[config.mk]
export PLATFORM = sky130hd
export DESIGN_NAME = polyline_spline_smoother
export DESIGN_NICKNAME = d
export VERILOG_FILES = /design/src/hw/rtl/pss_pkg.sv /design/src/hw/rtl/pss_mac.sv /design/src/hw/rtl/pss_div.sv /design/src/hw/rtl/polyline_spline_smoother.sv
export SDC_FILE = /design/constraint.sdc
export NUM_CORES = 2
export LEC_CHECK = 0
export BUFFER_PORTS_ARGS = -buffer_cell sky130_fd_sc_hd__clkbuf_2
export CAP_MARGIN = 10
export CORE_AREA = 2 2 335 337
export CTS_CLUSTER_SIZE = 24
export DETAILED_ROUTE_END_ITERATION = 10
export DIE_AREA = 0 0 337 339
export PLACE_DENSITY = 0.66
export SLEW_MARGIN = 20
export SYNTH_ARGS = -nofsm -noshare
export SYNTH_HDL_FRONTEND = slang
export SYNTH_SLANG_ARGS = --single-unit
[constraint.sdc]
create_clock -name clk -period 19.1 [get_ports clk]
set_clock_uncertainty 0.2 [all_clocks]
set_input_delay 5.73 -clock clk [delete_from_list [all_inputs] [get_ports clk]]
set_output_delay 5.73 -clock clk [all_outputs]
set_load 0.02 [all_outputs]
[src/hw/rtl/pss_pkg.sv]
// Shared types, widths and helpers for the polyline spline smoother.
package pss_pkg;

  localparam int COORD_W = 24;            // Q15.8 coordinate
  localparam int MUL_A_W = COORD_W + 1;   // coordinate or coordinate difference
  localparam int MUL_B_W = 17;            // scale or weight, unsigned
  localparam int ACC_W   = MUL_A_W + MUL_B_W + 1;
  localparam int DEN_W   = 10;            // 2*n*n up to 800
  localparam int STEP_W  = 5;             // segment step count
  localparam int DIV_QB  = COORD_W;       // quotient bits produced
  localparam int Q_W     = DIV_QB + 1;    // signed quotient
  localparam int D_W     = 26;            // rounded control offset
  localparam int SAT_W   = 27;            // widest value fed to saturation
  localparam int SCALE_W = 16;

  // largest step count per segment; DEN_W and STEP_W are sized for it
  localparam int MAX_SEGMENT_STEPS = 20;

  localparam logic CFG_SCALE = 1'b0;
  localparam logic CFG_STEPS = 1'b1;

  localparam logic [SCALE_W-1:0] SCALE_RST = 16'd16384;
  localparam logic [STEP_W-1:0]  STEPS_RST = 5'd10;

  // multiply-accumulate control
  typedef struct packed {
    logic en;
    logic clr;
  } mac_ctl_t;

  // divider control
  typedef struct packed {
    logic start;
  } div_ctl_t;

  // clamp to the signed coordinate range
  function automatic logic signed [COORD_W-1:0] sat24(input logic signed [SAT_W-1:0] v);
    logic signed [SAT_W-1:0] hi;
    logic signed [SAT_W-1:0] lo;
    hi = SAT_W'(signed'(25'sd8388607));
    lo = -SAT_W'(signed'(25'sd8388608));
    if (v > hi) return COORD_W'(hi);
    if (v < lo) return COORD_W'(lo);
    return v[COORD_W-1:0];
  endfunction

  // divide by 2^16, round to nearest, ties away from zero
  function automatic logic signed [D_W-1:0] rnd16(input logic signed [ACC_W-1:0] v);
    logic [ACC_W-1:0] m;
    logic [ACC_W-1:0] r;
    m = v[ACC_W-1] ? ACC_W'(-v) : ACC_W'(v);
    r = (m + ACC_W'(32768)) >> 16;
    return v[ACC_W-1] ? -D_W'(r) : D_W'(r);
  endfunction

endpackage

[src/hw/rtl/pss_mac.sv]
// Shared multiply-accumulate unit: one product per cycle while enabled, into a register.
module pss_mac (
  input  logic                                clk,
  input  pss_pkg::mac_ctl_t                   ctl,
  input  logic signed [pss_pkg::MUL_A_W-1:0]  a,
  input  logic        [pss_pkg::MUL_B_W-1:0]  b,
  output logic signed [pss_pkg::ACC_W-1:0]    acc
);

  logic signed [pss_pkg::ACC_W-1:0] acc_r;
  logic signed [pss_pkg::ACC_W-1:0] acc_nxt;
  logic signed [pss_pkg::ACC_W-1:0] prod;

  // product of a signed operand and an unsigned weight
  assign prod = a * $signed({1'b0, b});

  always_comb begin
    acc_nxt = acc_r;
    if (ctl.en) begin
      acc_nxt = (ctl.clr ? '0 : acc_r) + prod;
    end
  end

  always_ff @(posedge clk) begin
    acc_r <= acc_nxt;
  end

  assign acc = acc_r;

endmodule

[src/hw/rtl/pss_div.sv]
// Iterative restoring divider with round-to-nearest, one quotient bit a cycle.
module pss_div (
  input  logic                               clk,
  input  logic                               rst_n,
  input  pss_pkg::div_ctl_t                  ctl,
  input  logic signed [pss_pkg::ACC_W-1:0]   num,
  input  logic        [pss_pkg::DEN_W-1:0]   den,
  output logic                               busy,
  output logic                               done,
  output logic signed [pss_pkg::Q_W-1:0]     quo
);

  localparam int CNT_W = $clog2(pss_pkg::DIV_QB);

  logic                          busy_r, busy_nxt;
  logic                          done_r, done_nxt;
  logic                          neg_r, neg_nxt;
  logic [CNT_W-1:0]              cnt_r, cnt_nxt;
  logic [pss_pkg::DEN_W-1:0]     rem_r, rem_nxt;
  logic [pss_pkg::DIV_QB-1:0]    sh_r, sh_nxt;
  logic [pss_pkg::ACC_W-1:0]     mag;
  logic [pss_pkg::DEN_W:0]       rem2;
  logic                          ge;

  // magnitude plus half the divisor; it stays below den * 2^DIV_QB
  assign mag  = (num[pss_pkg::ACC_W-1] ? pss_pkg::ACC_W'(-num) : pss_pkg::ACC_W'(num))
              + pss_pkg::ACC_W'(den >> 1);
  assign rem2 = {rem_r, sh_r[pss_pkg::DIV_QB-1]};
  assign ge   = rem2 >= {1'b0, den};

  always_comb begin
    busy_nxt = busy_r;
    done_nxt = 1'b0;
    neg_nxt  = neg_r;
    cnt_nxt  = cnt_r;
    rem_nxt  = rem_r;
    sh_nxt   = sh_r;
    if (ctl.start && !busy_r) begin
      busy_nxt = 1'b1;
      neg_nxt  = num[pss_pkg::ACC_W-1];
      cnt_nxt  = CNT_W'(pss_pkg::DIV_QB - 1);
      rem_nxt  = mag[pss_pkg::DIV_QB+pss_pkg::DEN_W-1:pss_pkg::DIV_QB];
      sh_nxt   = mag[pss_pkg::DIV_QB-1:0];
    end else if (busy_r) begin
      // trial subtract, quotient bit shifts in at the bottom
      rem_nxt = ge ? pss_pkg::DEN_W'(rem2 - {1'b0, den}) : rem2[pss_pkg::DEN_W-1:0];
      sh_nxt  = {sh_r[pss_pkg::DIV_QB-2:0], ge};
      if (cnt_r == '0) begin
        busy_nxt = 1'b0;
        done_nxt = 1'b1;
      end else begin
        cnt_nxt = cnt_r - 1'b1;
      end
    end
  end

  always_ff @(posedge clk) begin
    if (!rst_n) begin
      busy_r <= 1'b0;
      done_r <= 1'b0;
    end else begin
      busy_r <= busy_nxt;
      done_r <= done_nxt;
    end
    neg_r <= neg_nxt;
    cnt_r <= cnt_nxt;
    rem_r <= rem_nxt;
    sh_r  <= sh_nxt;
  end

  assign busy = busy_r;
  assign done = done_r;
  assign quo  = neg_r ? -$signed({1'b0, sh_r}) : $signed({1'b0, sh_r});

endmodule

[src/hw/rtl/polyline_spline_smoother.sv]
// Top level: vertex sequencer, control point state and output register.
//
//  channel | ports                          | payload
//  --------+--------------------------------+-----------------------------------
//  in      | in_tvalid in_tready in_tlast   | tdata: point_x, point_y; tlast: is_final
//  out     | out_tvalid out_tready out_tlast| tdata: out_x, out_y; tlast: run_end
//  cfg     | cfg_valid cfg_ready            | cfg_index, cfg_data
//
// Each curve sample takes three MAC steps and one pass through the shared divider
// (24 quotient bits) per coordinate, then the output write. One vertex yields from no
// samples (second vertex) up to 63 samples plus the vertex itself. in_tready is high
// only while the sequencer is idle; a stalled output holds the sequencer in its write
// step. Reset is synchronous and needs no clearing pass.
module polyline_spline_smoother (
  input  logic        clk,
  input  logic        rst_n,
  input  logic        in_tvalid,
  output logic        in_tready,
  input  logic [47:0] in_tdata,    // point_x[23:0], point_y[47:24]
  input  logic        in_tlast,    // is_final
  output logic        out_tvalid,
  input  logic        out_tready,
  output logic [47:0] out_tdata,   // out_x[23:0], out_y[47:24]
  output logic        out_tlast,   // run_end
  input  logic        cfg_valid,
  output logic        cfg_ready,
  input  logic        cfg_index,
  input  logic [15:0] cfg_data
);

  localparam int CW = pss_pkg::COORD_W;

  typedef enum logic [12:0] {
    ST_IDLE       = 13'b0000000000001,
    ST_EMIT_FIRST = 13'b0000000000010,
    ST_MUL_DX     = 13'b0000000000100,
    ST_MUL_DY     = 13'b0000000001000,
    ST_LOAD_E     = 13'b0000000010000,
    ST_PUSH       = 13'b0000000100000,
    ST_SMP_MAC    = 13'b0000001000000,
    ST_DIV_GO     = 13'b0000010000000,
    ST_DIV_WAIT   = 13'b0000100000000,
    ST_SMP_OUT    = 13'b0001000000000,
    ST_PUSH_DONE  = 13'b0010000000000,
    ST_EMIT_LAST  = 13'b0100000000000,
    ST_FINISH     = 13'b1000000000000
  } state_t;

  typedef enum logic [1:0] {
    PH_FIRST = 2'd0,
    PH_E     = 2'd1,
    PH_F     = 2'd2,
    PH_LASTV = 2'd3
  } phase_t;

  state_t state_r, state_nxt;
  phase_t phase_r, phase_nxt;

  logic [pss_pkg::SCALE_W-1:0] scale_r, scale_nxt;
  logic [pss_pkg::STEP_W-1:0]  steps_r, steps_nxt;
  logic [1:0] seen_r, seen_nxt;
  logic [1:0] ctrls_r, ctrls_nxt;
  logic signed [CW-1:0] pa_x_r, pa_x_nxt, pa_y_r, pa_y_nxt;
  logic signed [CW-1:0] pb_x_r, pb_x_nxt, pb_y_r, pb_y_nxt;
  logic signed [CW-1:0] rc0_x_r, rc0_x_nxt, rc0_y_r, rc0_y_nxt;
  logic signed [CW-1:0] rc1_x_r, rc1_x_nxt, rc1_y_r, rc1_y_nxt;
  logic signed [CW-1:0] p_x_r, p_x_nxt, p_y_r, p_y_nxt;
  logic signed [CW-1:0] v_x_r, v_x_nxt, v_y_r, v_y_nxt;
  logic last_r, last_nxt;
  logic signed [pss_pkg::D_W-1:0] dx_r, dx_nxt, dy_r, dy_nxt;
  logic [pss_pkg::STEP_W-1:0] k_r, k_nxt;
  logic [pss_pkg::DEN_W-1:0]  w0_r, w0_nxt, w2_r, w2_nxt;
  logic [1:0] j_r, j_nxt;
  logic crd_r, crd_nxt;
  logic signed [pss_pkg::Q_W-1:0] qx_r, qx_nxt;

  logic out_valid_r, out_valid_nxt, out_last_r, out_last_nxt;
  logic signed [CW-1:0] out_x_r, out_x_nxt, out_y_r, out_y_nxt;

  logic [pss_pkg::STEP_W-1:0] n_eff, nk;
  logic [pss_pkg::DEN_W-1:0]  n_sq, den, w1;
  logic out_free;

  pss_pkg::mac_ctl_t mac_ctl;
  pss_pkg::div_ctl_t div_ctl;
  logic signed [pss_pkg::MUL_A_W-1:0] mac_a;
  logic        [pss_pkg::MUL_B_W-1:0] mac_b;
  logic signed [pss_pkg::ACC_W-1:0]   acc;
  logic signed [pss_pkg::Q_W-1:0]     quo;
  logic div_busy, div_done;
  logic signed [CW-1:0] cx, cy, coord_sel;
  logic [pss_pkg::DEN_W-1:0] w_sel;
  logic signed [pss_pkg::D_W-1:0] dy_now;

  pss_mac u_mac (
    .clk (clk),
    .ctl (mac_ctl),
    .a   (mac_a),
    .b   (mac_b),
    .acc (acc)
  );

  pss_div u_div (
    .clk   (clk),
    .rst_n (rst_n),
    .ctl   (div_ctl),
    .num   (acc),
    .den   (den),
    .busy  (div_busy),
    .done  (div_done),
    .quo   (quo)
  );

  // effective step count and segment denominator
  always_comb begin
    if (steps_r == '0) begin
      n_eff = pss_pkg::STEP_W'(1);
    end else if (steps_r > pss_pkg::STEP_W'(pss_pkg::MAX_SEGMENT_STEPS)) begin
      n_eff = pss_pkg::STEP_W'(pss_pkg::MAX_SEGMENT_STEPS);
    end else begin
      n_eff = steps_r;
    end
  end

  assign n_sq     = pss_pkg::DEN_W'(n_eff * n_eff);
  assign den      = pss_pkg::DEN_W'({n_sq, 1'b0});
  assign w1       = den - w0_r - w2_r;
  assign nk       = n_eff - k_r;
  assign out_free = !out_valid_r || out_tready;
  assign dy_now   = pss_pkg::rnd16(acc);

  // window operand for the current MAC step
  always_comb begin
    case (j_r)
      2'd0:    begin cx = rc0_x_r; cy = rc0_y_r; w_sel = w0_r; end
      2'd1:    begin cx = rc1_x_r; cy = rc1_y_r; w_sel = w1;   end
      default: begin cx = p_x_r;   cy = p_y_r;   w_sel = w2_r; end
    endcase
    coord_sel = crd_r ? cy : cx;
  end

  // sequencer
  always_comb begin
    state_nxt     = state_r;
    phase_nxt     = phase_r;
    scale_nxt     = scale_r;
    steps_nxt     = steps_r;
    seen_nxt      = seen_r;
    ctrls_nxt     = ctrls_r;
    pa_x_nxt      = pa_x_r;
    pa_y_nxt      = pa_y_r;
    pb_x_nxt      = pb_x_r;
    pb_y_nxt      = pb_y_r;
    rc0_x_nxt     = rc0_x_r;
    rc0_y_nxt     = rc0_y_r;
    rc1_x_nxt     = rc1_x_r;
    rc1_y_nxt     = rc1_y_r;
    p_x_nxt       = p_x_r;
    p_y_nxt       = p_y_r;
    v_x_nxt       = v_x_r;
    v_y_nxt       = v_y_r;
    last_nxt      = last_r;
    dx_nxt        = dx_r;
    dy_nxt        = dy_r;
    k_nxt         = k_r;
    w0_nxt        = w0_r;
    w2_nxt        = w2_r;
    j_nxt         = j_r;
    crd_nxt       = crd_r;
    qx_nxt        = qx_r;
    out_valid_nxt = out_valid_r && !out_tready;
    out_last_nxt  = out_last_r;
    out_x_nxt     = out_x_r;
    out_y_nxt     = out_y_r;
    mac_ctl       = '0;
    mac_a         = '0;
    mac_b         = '0;
    div_ctl       = '0;

    // register writes
    if (cfg_valid) begin
      case (cfg_index)
        pss_pkg::CFG_SCALE: scale_nxt = cfg_data;
        pss_pkg::CFG_STEPS: steps_nxt = cfg_data[pss_pkg::STEP_W-1:0];
        default:            scale_nxt = scale_r;
      endcase
    end

    case (state_r)
      ST_IDLE: begin
        if (in_tvalid) begin
          v_x_nxt  = in_tdata[CW-1:0];
          v_y_nxt  = in_tdata[2*CW-1:CW];
          last_nxt = in_tlast;
          ctrls_nxt = (seen_r == 2'd0) ? 2'd0 : ((seen_r == 2'd3) ? 2'd2 : 2'd1);
          if (seen_r == 2'd0) begin
            state_nxt = ST_EMIT_FIRST;
          end else if (seen_r == 2'd1) begin
            if (in_tlast) begin
              p_x_nxt   = in_tdata[CW-1:0];
              p_y_nxt   = in_tdata[2*CW-1:CW];
              phase_nxt = PH_LASTV;
              state_nxt = ST_PUSH;
            end else begin
              state_nxt = ST_FINISH;
            end
          end else begin
            state_nxt = ST_MUL_DX;
          end
        end
      end
      ST_EMIT_FIRST: begin
        if (out_free) begin
          out_valid_nxt = 1'b1;
          out_x_nxt     = v_x_r;
          out_y_nxt     = v_y_r;
          out_last_nxt  = !last_r;
          p_x_nxt       = v_x_r;
          p_y_nxt       = v_y_r;
          phase_nxt     = PH_FIRST;
          state_nxt     = ST_PUSH;
        end
      end
      ST_MUL_DX: begin
        mac_ctl   = '{en: 1'b1, clr: 1'b1};
        mac_a     = {pa_x_r[CW-1], pa_x_r} - {v_x_r[CW-1], v_x_r};
        mac_b     = pss_pkg::MUL_B_W'(scale_r);
        state_nxt = ST_MUL_DY;
      end
      ST_MUL_DY: begin
        dx_nxt    = pss_pkg::rnd16(acc);
        mac_ctl   = '{en: 1'b1, clr: 1'b1};
        mac_a     = {pa_y_r[CW-1], pa_y_r} - {v_y_r[CW-1], v_y_r};
        mac_b     = pss_pkg::MUL_B_W'(scale_r);
        state_nxt = ST_LOAD_E;
      end
      ST_LOAD_E: begin
        dy_nxt    = dy_now;
        p_x_nxt   = pss_pkg::sat24(pss_pkg::SAT_W'(pb_x_r) + pss_pkg::SAT_W'(dx_r));
        p_y_nxt   = pss_pkg::sat24(pss_pkg::SAT_W'(pb_y_r) + pss_pkg::SAT_W'(dy_now));
        phase_nxt = PH_E;
        state_nxt = ST_PUSH;
      end
      ST_PUSH: begin
        if (ctrls_r == 2'd2) begin
          k_nxt     = '0;
          w0_nxt    = n_sq;
          w2_nxt    = '0;
          j_nxt     = 2'd0;
          crd_nxt   = 1'b0;
          state_nxt = ST_SMP_MAC;
        end else begin
          state_nxt = ST_PUSH_DONE;
        end
      end
      ST_SMP_MAC: begin
        mac_ctl = '{en: 1'b1, clr: (j_r == 2'd0)};
        mac_a   = {coord_sel[CW-1], coord_sel};
        mac_b   = pss_pkg::MUL_B_W'(w_sel);
        if (j_r == 2'd2) begin
          state_nxt = ST_DIV_GO;
        end else begin
          j_nxt = j_r + 2'd1;
        end
      end
      ST_DIV_GO: begin
        div_ctl.start = 1'b1;
        state_nxt     = ST_DIV_WAIT;
      end
      ST_DIV_WAIT: begin
        if (div_done) begin
          j_nxt = 2'd0;
          if (!crd_r) begin
            qx_nxt    = quo;
            crd_nxt   = 1'b1;
            state_nxt = ST_SMP_MAC;
          end else begin
            state_nxt = ST_SMP_OUT;
          end
        end
      end
      ST_SMP_OUT: begin
        if (out_free) begin
          out_valid_nxt = 1'b1;
          out_x_nxt     = pss_pkg::sat24(pss_pkg::SAT_W'(qx_r));
          out_y_nxt     = pss_pkg::sat24(pss_pkg::SAT_W'(quo));
          out_last_nxt  = (k_r == n_eff) && (phase_r == PH_F) && !last_r;
          if (k_r == n_eff) begin
            state_nxt = ST_PUSH_DONE;
          end else begin
            // step the weights to the next parameter value
            w2_nxt    = w2_r + pss_pkg::DEN_W'({k_r, 1'b1});
            w0_nxt    = w0_r - pss_pkg::DEN_W'({nk, 1'b0}) + pss_pkg::DEN_W'(1);
            k_nxt     = k_r + 1'b1;
            j_nxt     = 2'd0;
            crd_nxt   = 1'b0;
            state_nxt = ST_SMP_MAC;
          end
        end
      end
      ST_PUSH_DONE: begin
        rc0_x_nxt = rc1_x_r;
        rc0_y_nxt = rc1_y_r;
        rc1_x_nxt = p_x_r;
        rc1_y_nxt = p_y_r;
        if (ctrls_r != 2'd2) ctrls_nxt = ctrls_r + 2'd1;
        case (phase_r)
          PH_E: begin
            p_x_nxt   = pss_pkg::sat24(pss_pkg::SAT_W'(pb_x_r) - pss_pkg::SAT_W'(dx_r));
            p_y_nxt   = pss_pkg::sat24(pss_pkg::SAT_W'(pb_y_r) - pss_pkg::SAT_W'(dy_r));
            phase_nxt = PH_F;
            state_nxt = ST_PUSH;
          end
          PH_LASTV: begin
            state_nxt = ST_EMIT_LAST;
          end
          default: begin
            if (last_r) begin
              p_x_nxt   = v_x_r;
              p_y_nxt   = v_y_r;
              phase_nxt = PH_LASTV;
              state_nxt = ST_PUSH;
            end else begin
              state_nxt = ST_FINISH;
            end
          end
        endcase
      end
      ST_EMIT_LAST: begin
        if (out_free) begin
          out_valid_nxt = 1'b1;
          out_x_nxt     = v_x_r;
          out_y_nxt     = v_y_r;
          out_last_nxt  = 1'b1;
          // polyline closed: back to the empty state
          seen_nxt  = 2'd0;
          pa_x_nxt  = '0;
          pa_y_nxt  = '0;
          pb_x_nxt  = '0;
          pb_y_nxt  = '0;
          rc0_x_nxt = '0;
          rc0_y_nxt = '0;
          rc1_x_nxt = '0;
          rc1_y_nxt = '0;
          state_nxt = ST_IDLE;
        end
      end
      ST_FINISH: begin
        pa_x_nxt  = pb_x_r;
        pa_y_nxt  = pb_y_r;
        pb_x_nxt  = v_x_r;
        pb_y_nxt  = v_y_r;
        if (seen_r != 2'd3) seen_nxt = seen_r + 2'd1;
        state_nxt = ST_IDLE;
      end
      default: begin
        state_nxt = ST_IDLE;
      end
    endcase
  end

  always_ff @(posedge clk) begin
    if (!rst_n) begin
      state_r     <= ST_IDLE;
      phase_r     <= PH_FIRST;
      scale_r     <= pss_pkg::SCALE_RST;
      steps_r     <= pss_pkg::STEPS_RST;
      seen_r      <= 2'd0;
      ctrls_r     <= 2'd0;
      pa_x_r      <= '0;
      pa_y_r      <= '0;
      pb_x_r      <= '0;
      pb_y_r      <= '0;
      rc0_x_r     <= '0;
      rc0_y_r     <= '0;
      rc1_x_r     <= '0;
      rc1_y_r     <= '0;
      out_valid_r <= 1'b0;
    end else begin
      state_r     <= state_nxt;
      phase_r     <= phase_nxt;
      scale_r     <= scale_nxt;
      steps_r     <= steps_nxt;
      seen_r      <= seen_nxt;
      ctrls_r     <= ctrls_nxt;
      pa_x_r      <= pa_x_nxt;
      pa_y_r      <= pa_y_nxt;
      pb_x_r      <= pb_x_nxt;
      pb_y_r      <= pb_y_nxt;
      rc0_x_r     <= rc0_x_nxt;
      rc0_y_r     <= rc0_y_nxt;
      rc1_x_r     <= rc1_x_nxt;
      rc1_y_r     <= rc1_y_nxt;
      out_valid_r <= out_valid_nxt;
    end
    p_x_r      <= p_x_nxt;
    p_y_r      <= p_y_nxt;
    v_x_r      <= v_x_nxt;
    v_y_r      <= v_y_nxt;
    last_r     <= last_nxt;
    dx_r       <= dx_nxt;
    dy_r       <= dy_nxt;
    k_r        <= k_nxt;
    w0_r       <= w0_nxt;
    w2_r       <= w2_nxt;
    j_r        <= j_nxt;
    crd_r      <= crd_nxt;
    qx_r       <= qx_nxt;
    out_last_r <= out_last_nxt;
    out_x_r    <= out_x_nxt;
    out_y_r    <= out_y_nxt;
  end

  assign in_tready  = (state_r == ST_IDLE);
  assign cfg_ready  = 1'b1;
  assign out_tvalid = out_valid_r;
  assign out_tdata  = {out_y_r, out_x_r};
  assign out_tlast  = out_last_r;

  // divider is never restarted while a division is in flight
  assert property (@(posedge clk) disable iff (!rst_n) div_ctl.start |-> !div_busy)
    else $error("divider started while busy");

  // control count saturates at two
  assert property (@(posedge clk) disable iff (!rst_n) ctrls_r != 2'd3)
    else $error("control count overflow");

  // sample index stays within the segment while sampling
  assert property (@(posedge clk) disable iff (!rst_n)
    (state_r == ST_SMP_MAC || state_r == ST_SMP_OUT) |-> (k_r <= n_eff))
    else $error("sample index past segment end");

  // an idle sequencer leaves the divider idle
  assert property (@(posedge clk) disable iff (!rst_n)
    (state_r == ST_IDLE) |-> !div_busy)
    else $error("divider busy while idle");

endmodule
==> flow_summary.toml <==
[layout]
nFillCells = 10390
nets = 7251
drive_gt1_frac = 0.06585
areaGrowthSynthToFinish_pct = 7.855

[worst_setup_path]
slowest_delay_ps = 550
reg2reg_depth = 62
critical_path_class = "register to register"
cp_max_fo = 25
rr_startpoint = "steps_r[2]"
critical_path.endpoint_type = "register"
reg2reg_slack_ps = 4990
cp.arrival_ps = 14310
startpoint = "steps_r[2]"
path_common_cell = "inv_1"
rr_endpoint = "u_mac.acc[41]"
cp-endpoint = "u_mac.acc[41]"
crit_slowest_cell = "fa_1"
cp-start-kind = "register"
cp.required_ps = 19300

[die]
io_pins = 123
die_h_um = 339
die-area_um2 = 114200
core_area_um2 = 110400
initial_core_util = 0.4988
rows = 122
die_w_um = 337

[timing]
worst_slew_pin_slew_ps = 1156
finalSetupViolCount = 0
hold_ws_ps = 264.1
drv_slew = 0
rsz0062_at_grt = "false"
tns_ps = 0
fin_crit_sh = 0.7387
finalCriticalPeriod_ps = 14110
hold_viol = 0
max_slew_margin = 0.2260
max_freq_mhz = 70.87

[place]
place.gp.congestion = 1.021
hpwl_mm = 142.3
portBuffers = 121

[power_and_ir_drop]
pwr-share-clk = 0.437
swShare = 0.2848
seqPwrFrac = 0.452
power_per_cell_area_nw_per_um2 = 51.74
combPwrFrac = 0.111
power.internal_mw = 2.197
irDropWorstVdd_mv = 0.07011
switchingPower_uw = 874.8
p_leak_nw = 25.46

[cts]
ctsRootBufferMaster = "clkbuf_16"
clkTransAtPathRegs_ps = 60
post-cts-setup-buffers = 0
cts_tree = "yes"
postCtsHoldBufs = 0
cts_made_buffers = 69
clockBufferDepth = 3
h-tree-depth = 3
worstSkewPairLatency_ps = 670
cts-resized-gates = 0
cts.sinks = 569

[synth]
yosys-top-cells-area = "edfxtp_1 18%, fa_1 15%, dfxtp_1 8.7%, ha_1 8.4%, inv_1 5.8%"
synth_fp_nets = 7290
synth_commonest_cells = "851 x inv_1, 790 x nand2_1, 411 x fa_1"
yosysMostFrequentCell = "inv_1"
synth_top_area_cell = "edfxtp_1"
netlist_area_um2 = 55050
post_synth_num_cell_types = 102
synthCells = 6437
yosysWarnings = 0
synth.top_cell.area_share = 0.1795
syn_area_per_cell_um2 = 8.552
ys.flop_type = "edfxtp_1"
synth_seq_cells = 569
synth-edff-count = 329
async_flop_share = 0
yosysSeqAreaShare = 0.2668

[route]
drt-total-wl_mm = 185.9
first_iter_violations = 4877
avgRoutedWirePerCell_um = 23.40
viasPerCell = 5.983
num_vias = 47540
drc = 0
ant_nets = 0
first_pass_iters = 8

[global_routing]
grt_pass1_wl_mm = 279.9
grt.overflow.total = 0
antenna_found_initial = 10
grt.total_usage = 0.3222
grt_pass1_vias = 46030
grt_max_degree = 107

[outcome]
run_status = "completed"

[worst_hold_path]
min_path_type = "register to register"

[job]
maxCapViolations = 0
==> layout make-up <==
type	count	area (um^2)	area share
sequential	569	14680	0.2473
inverter	854	3206	0.05399
timing repair buffer	209	1285	0.02164
clock buffer	86	1904	0.03207
multi-input combinational	4695	36030	0.6068
tap	1488	1862	0.03136
antenna	4	10.01	0.0001686
clock inverter	41	395.4	0.006659
==> power by group through the flow <==
stage	combinational (mW)	clock, mW	sequential, mW
3_3_place_gp	0.334	0	1.41
5_1_grt	0.366	1.40	1.38
6_report	0.342	1.34	1.39
3_5_place_dp	0.334	0	1.41
4_1_cts	0.337	1.36	1.38
2_1_floorplan	0.200	0	1.39
==> metrics by stage <==
stage | instances | instance area, um^2 | power, mW | worst slack [ps] | utilization
floorplan | 6437 | 55050 | 1.587 | 6202 | -
global placement | 7814 | 57030 | 1.744 | 5405 | 0.5168
detailed placement | 7814 | 57030 | 1.744 | 5158 | 0.5168
CTS | 7941 | 59330 | 3.080 | 5079 | 0.5376
global route | 7942 | 59360 | 3.154 | 3977 | 0.5379
finish | 7946 | 59370 | 3.072 | 4990 | 0.5380
==> cell families (layout without fill, tap and decap cells) <==
| logic type | Yosys count | in the layout | share of synthesized area |
|---|---|---|---|
| and+or+nand+nor | 1978 | 1978 | 0.1696 |
| AOI/OAI and AO/OA | 1535 | 1535 | 0.1835 |
| buffers and inverters | 1173 | 1190 | 0.08217 |
| adders and majority gates | 783 | 783 | 0.2340 |
| DFF | 569 | 569 | 0.2668 |
| xor gates and xnor gates | 380 | 380 | 0.06046 |
| muxes | 18 | 18 | 0.003478 |
| other | 1 | 5 | 0.00006812 |
==> registers in the layout (all words and copies together), names as in the netlist, 25 cells and up <==
name       cells
dx_r          26
dy_r          26
qx_r          25
u_mac.acc     43
==> worst max-delay path: cells and delay by family (launching register included) <==
kind                       cells  cell delay [ps]
adders and majority gates     13             5300
AOI/OAI and AO/OA             23             4120
and+or+nand+nor               13             2220
buffers and inverters          9              870
DFF                            1              360
xor gates and xnor gates       4              800
==> placed cells by master, fill, tap and decap left out, types with 240 or more instances in the layout <==
cell type    n
dfxtp_1    240
edfxtp_1   329
inv_1      851
fa_1       411
o21ai_0    335
a21oi_1    332
nand2_1    790
ha_1       369
nor2_1     313
nand3_1    275
xnor2_1    278
==> worst min path at each step <==
| stage | start | end | slack, ps | depth (start not counted) |
|---|---|---|---|---|
| after floorplan | u_div.sh_r[0] | qx_r[0] | 230 | 0 |
| after global placement | scale_r[8] | scale_r[8] | 250 | 2 |
| after detailed placement | scale_r[2] | scale_r[2] | 260 | 2 |
| after CTS | scale_r[2] | scale_r[2] | 270 | 2 |
| after global routing | scale_r[8] | scale_r[8] | 280 | 2 |
| final | scale_r[2] | scale_r[2] | 260 | 2 |
==> routing by layer <==
metal  share of wire  GRT usage  up-vias
met5         0.00022          0        -
met4           0.077     0.2056        6
met3           0.082    0.05000      487
met2            0.45     0.5062     2161
met1            0.39     0.4133    23110
li1                -          -    21770
(Power assumes the default switching activity.)
